--- src/design/best_fit_hole_allocator_core_assert.svh ---
// assertion macros for the allocator core
`ifndef BEST_FIT_HOLE_ALLOCATOR_CORE_ASSERT_SVH
`define BEST_FIT_HOLE_ALLOCATOR_CORE_ASSERT_SVH

// property checked on every clock edge outside reset
`define BFH_ASSERT(label, prop, msg) \
	label: assert property (@(posedge clk) disable iff (!arst_n) (prop)) else $error(msg);

// implication whose consequent is checked in the cycle after the antecedent
`define BFH_ASSERT_NEXT(label, pre, post, msg) \
	label: assert property (@(posedge clk) disable iff (!arst_n) (pre) |=> (post)) \
		else $error(msg);

`endif

--- src/design/bfha_pkg.sv ---
package bfha_pkg;

	localparam int unsigned OP_W = 2;
	localparam int unsigned SIZE_W = 17;
	localparam int unsigned START_W = 16;
	localparam int unsigned COUNT_W = 6;

	typedef enum logic [OP_W-1:0] {
		OP_FREE    = 2'd0,
		OP_RESERVE = 2'd1,
		OP_PROBE   = 2'd2,
		OP_NONE    = 2'd3
	} op_t;

	typedef struct packed {
		logic [OP_W-1:0]    op;
		logic [SIZE_W-1:0]  req_size;
		logic [START_W-1:0] range_start;
		logic [SIZE_W-1:0]  range_end;
	} req_t;

	typedef struct packed {
		logic               fits;
		logic [START_W-1:0] block_start;
		logic [SIZE_W-1:0]  block_end;
		logic [SIZE_W-1:0]  free_total;
		logic [COUNT_W-1:0] hole_count;
		logic               table_full;
	} rsp_t;

	typedef enum logic [2:0] {
		ST_IDLE,
		ST_SCAN,
		ST_DRAIN,
		ST_WRITE,
		ST_WRITE2,
		ST_DONE
	} state_t;

endpackage

--- src/design/best_fit_hole_allocator_core.sv ---
// best-fit hole allocator with coalescing
// channels: a request transaction (req) is taken when start is high and busy
// is low; op selects free (0), reserve (1), probe (2); op 3 does nothing
// the result transaction appears on rsp for one cycle with done high; the
// receiver cannot stall, so there is no back pressure on the result side
// after the accepting edge the core passes through the scan state, one entry
// read per cycle through a single synchronous read port, then the drain,
// write-back and spare states and the result state, in which done is high
// busy stays high from acceptance through the done cycle, so the next request
// is taken no earlier than the cycle after done
// a free merges with a hole ending at its start and one starting at its end;
// a reserve takes the smallest fitting hole (higher start wins ties) and
// carves the block from its top end; every result carries the free total
// and hole count after the operation
// reset clears every valid bit, the total and the count at once; the table
// contents need no clearing pass since an entry is used only when valid
module best_fit_hole_allocator_core #(
	parameter int unsigned MAX_HOLES = 32,
	parameter int unsigned ADDR_BITS = 16
) (
	input  logic           clk,
	input  logic           arst_n,
	input  logic           start,
	output logic           busy,
	input  bfha_pkg::req_t req,
	output logic           done,
	output bfha_pkg::rsp_t rsp
);
	import bfha_pkg::*;

	localparam int unsigned IDX_W = (MAX_HOLES > 1) ? $clog2(MAX_HOLES) : 1;
	localparam int unsigned CNT_W = $clog2(MAX_HOLES + 1);
	localparam int unsigned AW = ADDR_BITS;
	localparam int unsigned EW = ADDR_BITS + 1;
	localparam logic [EW-1:0] SPACE = EW'(1) << ADDR_BITS;

	// hole table
	logic [AW-1:0] first_mem [MAX_HOLES];
	logic [EW-1:0] limit_mem [MAX_HOLES];
	logic [MAX_HOLES-1:0] valid_q;
	logic [EW-1:0] total_q;
	logic [CNT_W-1:0] held_q;

	state_t state_q, state_d;
	req_t req_q;
	logic [IDX_W:0] rd_cnt_q;
	logic [IDX_W-1:0] rd_idx_s1;
	logic rd_vld_s1;
	logic [AW-1:0] rd_first_s1;
	logic [EW-1:0] rd_limit_s1;

	logic best_ok_q, upper_ok_q, lower_ok_q, slot_ok_q;
	logic [IDX_W-1:0] best_idx_q, upper_idx_q, lower_idx_q, slot_idx_q;
	logic [EW-1:0] best_size_q, best_limit_q;
	logic [AW-1:0] best_first_q, lower_first_q;
	logic full_q, fits_q;
	logic [AW-1:0] bs_q;
	logic [EW-1:0] be_q;

	logic [EW-1:0] req_e, req_sz;
	logic [AW-1:0] req_s;
	logic free_ok;
	assign req_e = req_q.range_end[EW-1:0];
	assign req_s = req_q.range_start[AW-1:0];
	assign req_sz = req_q.req_size[EW-1:0];
	assign free_ok = (req_e > EW'(req_s)) && (req_e <= SPACE);

	logic scan_last;
	assign scan_last = (rd_cnt_q == (IDX_W+1)'(MAX_HOLES));

	// next state
	always_comb begin
		state_d = state_q;
		case (state_q)
			ST_IDLE:   if (start) state_d = ST_SCAN;
			ST_SCAN:   if (scan_last) state_d = ST_DRAIN;
			ST_DRAIN:  state_d = ST_WRITE;
			ST_WRITE:  state_d = ST_WRITE2;
			ST_WRITE2: state_d = ST_DONE;
			ST_DONE:   state_d = ST_IDLE;
			default:   state_d = ST_IDLE;
		endcase
	end

	// outputs
	always_comb begin
		busy = (state_q != ST_IDLE);
		done = (state_q == ST_DONE);
		rsp.fits = fits_q;
		rsp.block_start = START_W'(bs_q);
		rsp.block_end = SIZE_W'(be_q);
		rsp.free_total = SIZE_W'(total_q);
		rsp.hole_count = COUNT_W'(held_q);
		rsp.table_full = full_q;
	end

	always_ff @(posedge clk or negedge arst_n) begin
		if (!arst_n) state_q <= ST_IDLE;
		else state_q <= state_d;
	end

	// read port: one entry per scan cycle, none in the last scan cycle
	logic rd_en;
	assign rd_en = (state_q == ST_SCAN) && !scan_last;
	always_ff @(posedge clk) begin
		if (rd_en) begin
			rd_first_s1 <= first_mem[rd_cnt_q[IDX_W-1:0]];
			rd_limit_s1 <= limit_mem[rd_cnt_q[IDX_W-1:0]];
		end
	end

	always_ff @(posedge clk or negedge arst_n) begin
		if (!arst_n) begin
			rd_vld_s1 <= 1'b0;
			rd_cnt_q <= '0;
		end else begin
			rd_vld_s1 <= rd_en;
			if (state_q == ST_IDLE) rd_cnt_q <= '0;
			else if (rd_en) rd_cnt_q <= rd_cnt_q + 1'b1;
		end
	end
	always_ff @(posedge clk) begin
		if (rd_en) rd_idx_s1 <= rd_cnt_q[IDX_W-1:0];
	end

	// per-entry evaluation against the running choice
	logic ent_valid;
	logic [EW-1:0] ent_size;
	logic ent_fit, ent_better;
	assign ent_valid = valid_q[rd_idx_s1];
	assign ent_size = rd_limit_s1 - EW'(rd_first_s1);
	assign ent_fit = ent_valid && (ent_size >= req_sz);
	assign ent_better = !best_ok_q || (ent_size < best_size_q) ||
		((ent_size == best_size_q) && (rd_first_s1 > best_first_q));

	always_ff @(posedge clk or negedge arst_n) begin
		if (!arst_n) begin
			best_ok_q <= 1'b0;
			upper_ok_q <= 1'b0;
			lower_ok_q <= 1'b0;
			slot_ok_q <= 1'b0;
		end else if (state_q == ST_IDLE) begin
			best_ok_q <= 1'b0;
			upper_ok_q <= 1'b0;
			lower_ok_q <= 1'b0;
			slot_ok_q <= 1'b0;
		end else if (rd_vld_s1) begin
			if (ent_fit && ent_better) best_ok_q <= 1'b1;
			if (!ent_valid && !slot_ok_q) slot_ok_q <= 1'b1;
			if (ent_valid && !upper_ok_q && (EW'(rd_first_s1) == req_e))
				upper_ok_q <= 1'b1;
			if (ent_valid && !lower_ok_q && (rd_limit_s1 == EW'(req_s)) &&
				!(!upper_ok_q && (EW'(rd_first_s1) == req_e)))
				lower_ok_q <= 1'b1;
		end
	end

	always_ff @(posedge clk) begin
		if (rd_vld_s1) begin
			if (ent_fit && ent_better) begin
				best_idx_q <= rd_idx_s1;
				best_size_q <= ent_size;
				best_first_q <= rd_first_s1;
				best_limit_q <= rd_limit_s1;
			end
			if (!ent_valid && !slot_ok_q) slot_idx_q <= rd_idx_s1;
			if (ent_valid && !upper_ok_q && (EW'(rd_first_s1) == req_e))
				upper_idx_q <= rd_idx_s1;
			if (ent_valid && !lower_ok_q && (rd_limit_s1 == EW'(req_s)) &&
				!(!upper_ok_q && (EW'(rd_first_s1) == req_e))) begin
				lower_idx_q <= rd_idx_s1;
				lower_first_q <= rd_first_s1;
			end
		end
	end

	// request capture
	always_ff @(posedge clk) begin
		if (start && !busy) req_q <= req;
	end

	// write-back: every table write in ST_WRITE, ST_WRITE2 is a spare cycle
	logic [EW-1:0] carve_limit;
	logic [EW:0] total_add;
	op_t op_q;
	assign op_q = op_t'(req_q.op);
	assign carve_limit = best_limit_q - req_sz;
	assign total_add = {1'b0, total_q} + {1'b0, req_e - EW'(req_s)};

	always_ff @(posedge clk) begin
		if (state_q == ST_WRITE) begin
			case (op_q)
				OP_FREE: begin
					if (free_ok) begin
						if (upper_ok_q && lower_ok_q)
							first_mem[upper_idx_q] <= lower_first_q;
						else if (upper_ok_q)
							first_mem[upper_idx_q] <= req_s;
						else if (lower_ok_q)
							limit_mem[lower_idx_q] <= req_e;
						else if (slot_ok_q) begin
							first_mem[slot_idx_q] <= req_s;
							limit_mem[slot_idx_q] <= req_e;
						end
					end
				end
				OP_RESERVE: if (best_ok_q) limit_mem[best_idx_q] <= carve_limit;
				default: ;
			endcase
		end
	end

	always_ff @(posedge clk or negedge arst_n) begin
		if (!arst_n) begin
			valid_q <= '0;
			total_q <= '0;
			held_q <= '0;
			fits_q <= 1'b0;
			full_q <= 1'b0;
			bs_q <= '0;
			be_q <= '0;
		end else if (state_q == ST_WRITE) begin
			fits_q <= 1'b0;
			full_q <= 1'b0;
			bs_q <= '0;
			be_q <= '0;
			case (op_q)
				OP_FREE: begin
					if (free_ok) begin
						if (!upper_ok_q && !lower_ok_q && !slot_ok_q) begin
							full_q <= 1'b1;
						end else begin
							if (upper_ok_q && lower_ok_q) begin
								valid_q[lower_idx_q] <= 1'b0;
								if (held_q != '0) held_q <= held_q - 1'b1;
							end else if (!upper_ok_q && !lower_ok_q) begin
								valid_q[slot_idx_q] <= 1'b1;
								held_q <= held_q + 1'b1;
							end
							total_q <= (total_add > {1'b0, SPACE}) ? SPACE :
								total_add[EW-1:0];
						end
					end
				end
				OP_RESERVE: begin
					if (best_ok_q) begin
						fits_q <= 1'b1;
						be_q <= best_limit_q;
						bs_q <= carve_limit[AW-1:0];
						total_q <= (total_q >= req_sz) ? total_q - req_sz : '0;
						if (carve_limit == EW'(best_first_q)) begin
							valid_q[best_idx_q] <= 1'b0;
							if (held_q != '0) held_q <= held_q - 1'b1;
						end
					end
				end
				OP_PROBE: fits_q <= best_ok_q;
				default: ;
			endcase
		end
	end

	`include "best_fit_hole_allocator_core_assert.svh"

	`BFH_ASSERT(a_done_one_cycle, done |-> (state_q == ST_DONE) && busy, "done outside result cycle")
	`BFH_ASSERT_NEXT(a_done_then_idle, done, !busy, "busy after result")
	`BFH_ASSERT(a_held_bound, held_q <= CNT_W'(MAX_HOLES), "hole count over table size")
	`BFH_ASSERT(a_total_bound, total_q <= SPACE, "free total over address space")

endmodule

--- config.mk ---
export PLATFORM = sky130hd
export DESIGN_NAME = best_fit_hole_allocator_core
export DESIGN_NICKNAME = d
export VERILOG_FILES = /design/src/design/bfha_pkg.sv /design/src/design/best_fit_hole_allocator_core.sv
export VERILOG_INCLUDE_DIRS = /design/src /design/src/design
export SDC_FILE = /design/constraint.sdc
export NUM_CORES = 2
export LEC_CHECK = 0
export BUFFER_PORTS_ARGS = -buffer_cell sky130_fd_sc_hd__clkbuf_2
export CAP_MARGIN = 20
export CORE_MARGIN = 3
export CORE_UTILIZATION = 60
export DETAILED_ROUTE_END_ITERATION = 8
export GPL_ROUTABILITY_DRIVEN = 0
export GPL_TIMING_DRIVEN = 1
export PLACE_DENSITY = 0.76
export SYNTH_ARGS = -nofsm -noshare
export SYNTH_HDL_FRONTEND = slang
export SYNTH_SLANG_ARGS = --single-unit
--- constraint.sdc ---
create_clock -name clk -period 12.95 [get_ports clk]
set_input_delay 0.6475 -clock clk [delete_from_list [all_inputs] [get_ports clk]]
set_output_delay 0.6475 -clock clk [all_outputs]
set_load 0.01 [all_outputs]
=== Yosys cells after proc, flatten, opt, wreduce, memory -nomap -nowiden ===
Memory sizes are Yosys's and may differ from the RTL's. A register that Yosys moved wholly into a read port is not among the register bits.
Index checks and enable logic that the tools add are counted.
Widths: inputs -> output; s select.

* $lt $le $gt $ge: 14
* Add/subtract/negate cells: 8
* Mux-type cells: 94
* Equality and inequality tests: 19
* Reductions and logical operators: 54
* Bitwise gates (word level): 6

{| class="wikitable"
|+ Operator list
! operator !! count
|-
| $mux 32 || 6
|-
| $mux 17 || 9
|-
| $and 32x32->32 || 2
|-
| $mux 16 || 4
|-
| $not 32->32 || 2
|-
| $pmux 32 s2 || 1
|-
| $mux 6 || 9
|-
| $mux 1 || 52
|-
| $eq 17x16->1 || 2
|-
| $ge 17x17->1 || 2
|-
| $pmux 17 s2 || 1
|-
| $reduce_or 17->1 || 2
|-
| $sub 17x16->17 || 2
|-
| $sub 17x17->17 || 2
|-
| $or 32x32->32 || 1
|-
| $lt 5x6->1 const B || 4
|-
| $logic_and 1x1->1 || 19
|-
| $add 17x17->18 || 1
|-
| $gt 18x17->1 const B || 1
|-
| $reduce_and 2->1 || 9
|-
| $eq 16x17->1 || 1
|-
| $eq 17x17->1 || 1
|-
| $gt 17x16->1 || 1
|-
| $le 17x17->1 const B || 1
|-
| other kinds (31) || 60
|}

* Input port bits: 55
* Output and inout port bits: 60
* Word-level logic and storage cells: 224
* Flip-flop bits (word level): 247
* Memories: 2
* Memory bits (writable): 1,056

{| class="wikitable"
|+ Memories
! name !! words !! bits a word !! read ports !! clocked after memory_dff !! write ports !! RTL line !! RTL
|-
| limit_mem || 32 || 17 || 1 || 1 || 1 || best_fit_hole_allocator_core.sv:39 || <nowiki>logic [EW-1:0] limit_mem [MAX_HOLES];</nowiki>
|-
| first_mem || 32 || 16 || 1 || 1 || 1 || best_fit_hole_allocator_core.sv:38 || <nowiki>logic [AW-1:0] first_mem [MAX_HOLES];</nowiki>
|}

=== Logic depth before layout (Yosys ltp) ===
* Depth in word-level cells: 11
* Gate-level depth with buffers: 25
* Mapped depth without buffers: 25

=== Least setup slack after synthesis ===
OpenSTA, ideal clock, no wires.

* Kind: reg2reg
* From: register rd_limit_s1[0], read port of limit_mem
* To: register best_first_q[0] (enable)
* Slack: 5,993 ps
* Required time: 12,449 ps
* Arrival: 6,456 ps
* Buffers on the path: 0
* Cell stages (with the launch flop): 22
* Period minus slack after synthesis: 6,957 ps
* Setup time: 501 ps
* Path through: edfxtp_1 inv_1 ha_1 inv_1 fa_1 a21o_1 a21oi_1 o21ai_0 a21oi_1 nand2b_1 a21oi_1 a211o_1 a21o_1 a21oi_1 xor2_1 ha_1 nand4_1 nor2_1 nand4_1 nor4_1 o21ai_0 a31oi_1

* Longest elaborated chain between the ends: 6
* Elaborated cells between the ends (all ways): 10
* Classes of those cells: add/sub (1); order compare (2); eq/ne (1); reduce/logical (6)

{| class="wikitable"
|+ Ends and longest elaborated chain
! item !! RTL line !! RTL
|-
| start, declared || best_fit_hole_allocator_core.sv:50 || <nowiki>logic [EW-1:0] rd_limit_s1;</nowiki>
|-
| $sub 17x16->17 (*) || best_fit_hole_allocator_core.sv:131 || <nowiki>assign ent_size = rd_limit_s1 - EW'(rd_first_s1);</nowiki>
|-
| named net ent_size[16] || best_fit_hole_allocator_core.sv:128 || <nowiki>logic [EW-1:0] ent_size;</nowiki>
|-
| $lt 17x17->1 / $eq 17x17->1 (equally long branches) || best_fit_hole_allocator_core.sv:133, best_fit_hole_allocator_core.sv:134 ||
|-
| $logic_or 1x1->1 / $logic_and 1x1->1 (equally long branches) || best_fit_hole_allocator_core.sv:133, best_fit_hole_allocator_core.sv:134 ||
|-
| $logic_or 1x1->1 || best_fit_hole_allocator_core.sv:133 || <nowiki>assign ent_better = !best_ok_q || (ent_size < best_size_q) ||</nowiki>
|-
| $logic_and 1x1->1 (*) || best_fit_hole_allocator_core.sv:160 || <nowiki>if (ent_fit && ent_better) begin</nowiki>
|-
| $reduce_and 2->1 (no source line) (*) || - ||
|-
| end signal, assigned || best_fit_hole_allocator_core.sv:163 || <nowiki>best_first_q <= rd_first_s1;</nowiki>
|-
| end, declared || best_fit_hole_allocator_core.sv:55 || <nowiki>logic [AW-1:0] best_first_q, lower_first_q;</nowiki>
|}

The timed path passes the listed nets; every way through them passes the cells marked *.
A chain may end at the register's enable or synchronous reset.

=== Worst setup path after layout ===
* From: register rd_limit_s1[0], read port of limit_mem
* To: register best_limit_q[13] (enable)

* Longest elaborated chain between the ends: 6
* Elaborated cells between the ends (all ways): 10
* Classes of those cells: add/sub (1); order compare (2); eq/ne (1); reduce/logical (6)

{| class="wikitable"
|+ Ends and longest elaborated chain
! item !! RTL line !! RTL
|-
| $sub 17x16->17 (*) || best_fit_hole_allocator_core.sv:131 ||
|-
| named net ent_size[10] || best_fit_hole_allocator_core.sv:128 ||
|-
| $lt 17x17->1 / $eq 17x17->1 (equally long branches) || best_fit_hole_allocator_core.sv:133, best_fit_hole_allocator_core.sv:134 ||
|-
| $logic_or 1x1->1 / $logic_and 1x1->1 (equally long branches) || best_fit_hole_allocator_core.sv:133, best_fit_hole_allocator_core.sv:134 ||
|-
| $logic_or 1x1->1 || best_fit_hole_allocator_core.sv:133 ||
|-
| $logic_and 1x1->1 (*) || best_fit_hole_allocator_core.sv:160 ||
|-
| $reduce_and 2->1 (no source line) (*) || - ||
|-
| end signal, assigned || best_fit_hole_allocator_core.sv:164 || <nowiki>best_limit_q <= rd_limit_s1;</nowiki>
|-
| end, declared || best_fit_hole_allocator_core.sv:54 || <nowiki>logic [EW-1:0] best_size_q, best_limit_q;</nowiki>
|}

Marked as above.

==> results_dict.tcl <==
set metrics [dict create \
    status "finished, final reports clean" \
    peakVddDrop_uv 168 \
    regMostFlops "limit_mem" \
    vias 33200 \
    cts_root_buffer "clkbuf_16" \
    synth_top_flop_cell "edfxtp_1" \
    die_y_um 317 \
    post-route-drc-count 0 \
    io_buffer_count 114 \
    finish.utilization_pct 67.7 \
    gr-total-overflow 0 \
    rrSetupSlack_ns 7.22 \
    avgSynthCellArea_um2 17.9 \
    relSlewSlack_pct 22.1 \
    cts-resized-gates 0 \
    fillers 5950 \
    cts_tree "yes" \
    largest_reg_flops 544 \
    finalSetupTns_ns 0 \
    dieArea_um2 100000 \
    clock-sinks 1336 \
    rsz0062_at_grt "false" \
    report.final.slew_viol_count 0 \
    core.rowCount 113 \
    synthArstFlopShare_pct 7.78 \
    detail_route.wl_per_cell_um 32.6 \
    fin_nets 3624 \
    synth.distinct_cells 89 \
    p_leak_nw 22.4 \
    drive_above_1_share_pct 24.8 \
    synth_area_um2 57900 \
    setup_ws_ns 7.22 \
    grt_max_degree 118 \
    final_cell_mix "1232 x edfxtp_1, 340 x mux4_2, 143 x ha_1" \
    finClkSkew_ns 0.0319 \
    grt_antenna_before_repair 11 \
    cap_violations 0 \
    clk_latency_ns 0.77 \
    postCtsSetupBuffers 0 \
    syn_nets 3439 \
    synth_seq_cells 1336 \
    largestRegisters "limit_mem (544), first_mem (512), valid_q (32)" \
    crit_fanout 33 \
    hpwl_um 97200 \
    grt_pass1_wl_um 228000 \
    crit_required_ns 13.33 \
    cp.arrival_ns 6.11 \
    p_per_area_nw_per_um2 188 \
    report.final.hold_viol_count 0 \
    ys_seq_area_share_pct 68.4 \
    finalCritPeriodShare_pct 44.2 \
    syn_inst 3236 \
    viasPerCell 6.91 \
    cts_hold_buf 1 \
    grtUsageTotal_pct 31.7 \
    core_area_um2 95300 \
    worst_setup_path_end_kind "register" \
    antenna_left 0 \
    cts_buffer_depth 3 \
    grt_pass1_vias 33000 \
    hp-class "input port to register" \
    synth_edf_count 1232 \
    firstDrtPassIters 6 \
    numCtsBuffers 135 \
    worst_pin_slew_ns 1.17 \
    min_period_ns 5.73 \
    dp_slack_ns 7.31 \
    areaGrowthSynthToFinish_pct 11.4 \
    ioPinCount 115 \
    h-tree-depth 4 \
    fp.dieW_um 317 \
    yosysWarnings 0 \
    crit_type "register to register" \
    fmax_mhz 175 \
    start_kind "register" \
    routed_wl_um 156000 \
    start_util_pct 60.8 \
    first_iter_violations 4804 \
    final_common_cell "edfxtp_1" \
    finalSetupViolations 0 \
    clk_pin_slew_ns 0.06 \
]
## stage by stage
stage	cells	cell area (um^2)	power (mW)	hold WS (ns)
2_1_floorplan	3236	57900	7.34	0.352
3_5_place_dp	4545	60200	8.36	0.481
3_3_place_gp	4534	60100	8.31	0.463
4_1_cts	4788	64400	12.1	0.0281
6_report	4798	64500	12.1	0.0592
5_1_grt	4792	64500	12.5	0.0438
## cell usage after synthesis, drive strengths merged, types with 5 or more instances
cell type	count	area, um^2
o211a	6	60.1
xor2	61	534
or2	5	31.3
clkbuf	89	334
a211o	7	70.1
nor2	152	586
nand2b	16	100
o21ai	76	384
a22oi	38	285
a22o	46	403
nor4	18	113
nand3	32	160
o31ai	11	82.6
nor2b	29	181
o221ai	6	52.6
mux2i	9	90.1
o21a	22	173
a21boi	6	45.0
a21oi	73	373
fa	5	100
dfrtp	104	2600
nor3b	15	113
xnor2	54	473
and3	11	68.8
nand4	26	163
ha	143	1790
or4	5	41.3
edfxtp	1232	37000
buf	49	255
and3b	6	52.6
a221o	6	60.1
and2	7	43.8
or3	11	78.8
nor3	37	196
a211oi	7	52.6
nand2	133	499
a31oi	18	128
mux2	81	1010
mux4	340	7660
inv	129	484
o21bai	10	75.1
a21o	47	353
## worst max-delay path, cell delays in order (launching register included)
cell and delay [ns]:
edfxtp_1 0.42, inv_1 0.08, ha_1 0.16, inv_1 0.07
fa_1 0.40, a21o_1 0.18, a21oi_1 0.21, o21ai_0 0.12
a21oi_1 0.23, nand2b_1 0.14, a21oi_1 0.11, a21o_1 0.20
nand2_1 0.07, nor2b_1 0.22, xnor2_1 0.15, ha_1 0.33
a21oi_1 0.08, nor2b_1 0.13, o21ai_0 0.08, nand2b_1 0.07
a21oi_1 0.06, nor2b_1 0.10, o21ai_0 0.09, nand2_1 0.09
o221ai_1 0.19, a31oi_4 0.78, buf_4 0.57
## path summary, 6_finish.rpt
path,startpoint,end,cells past startpoint
max in group asynchronous,arst_n,total_q[1],3
worst max register to register,rd_limit_s1[0],best_limit_q[13],26
min in group asynchronous,arst_n,valid_q[23],2
worst min-delay path,req[44],req_sz[11],1
worst max-delay path,rd_limit_s1[0],best_limit_q[13],26
worst min register to register,bs_q[8],bs_q[8],2
## layer usage
| layer | vias to the layer above | GRT usage, % | wire length [um] |
|---|---|---|---|
| met2 | 2311 | 49.0 | 73700 |
| met3 | 459 | 7.44 | 17100 |
| met1 | 17000 | 43.6 | 57300 |
| met5 | - | 0 | 13 |
| met4 | 2 | 14.7 | 8170 |
| li1 | 13400 | - | - |
## layout make-up
type                            count  area, um^2  share of cell area, %
Timing Repair Buffer              186        1190                   1.85
Inverter                          129         484                  0.751
Clock buffer                      175        3560                   5.52
Antenna cell                        7        17.5                 0.0272
Multi-Input combinational cell   1633       17400                   27.0
Clock inverter                     67         608                  0.943
Tap cell                         1265        1580                   2.45
Sequential cell                  1336       39600                   61.4
## cells by family after synthesis
| kind of cell | after synthesis | share of synthesized area (%) |
|---|---|---|
| adders and majority gates | 148 | 3.26 |
| muxes | 430 | 15.1 |
| DFF | 1336 | 68.4 |
| xor gates and xnor gates | 115 | 1.74 |
| and+or+nand+nor | 516 | 4.40 |
| AOI/OAI and AO/OA | 424 | 5.22 |
| buffers and inverters | 267 | 1.85 |
## power by group
part	internal, mW	switching (mW)	total (mW)
clock	2.06	1.66	3.73
sequential	4.85	0.313	5.17
combinational	1.53	1.67	3.20
Power figures use the tool's default switching activity.
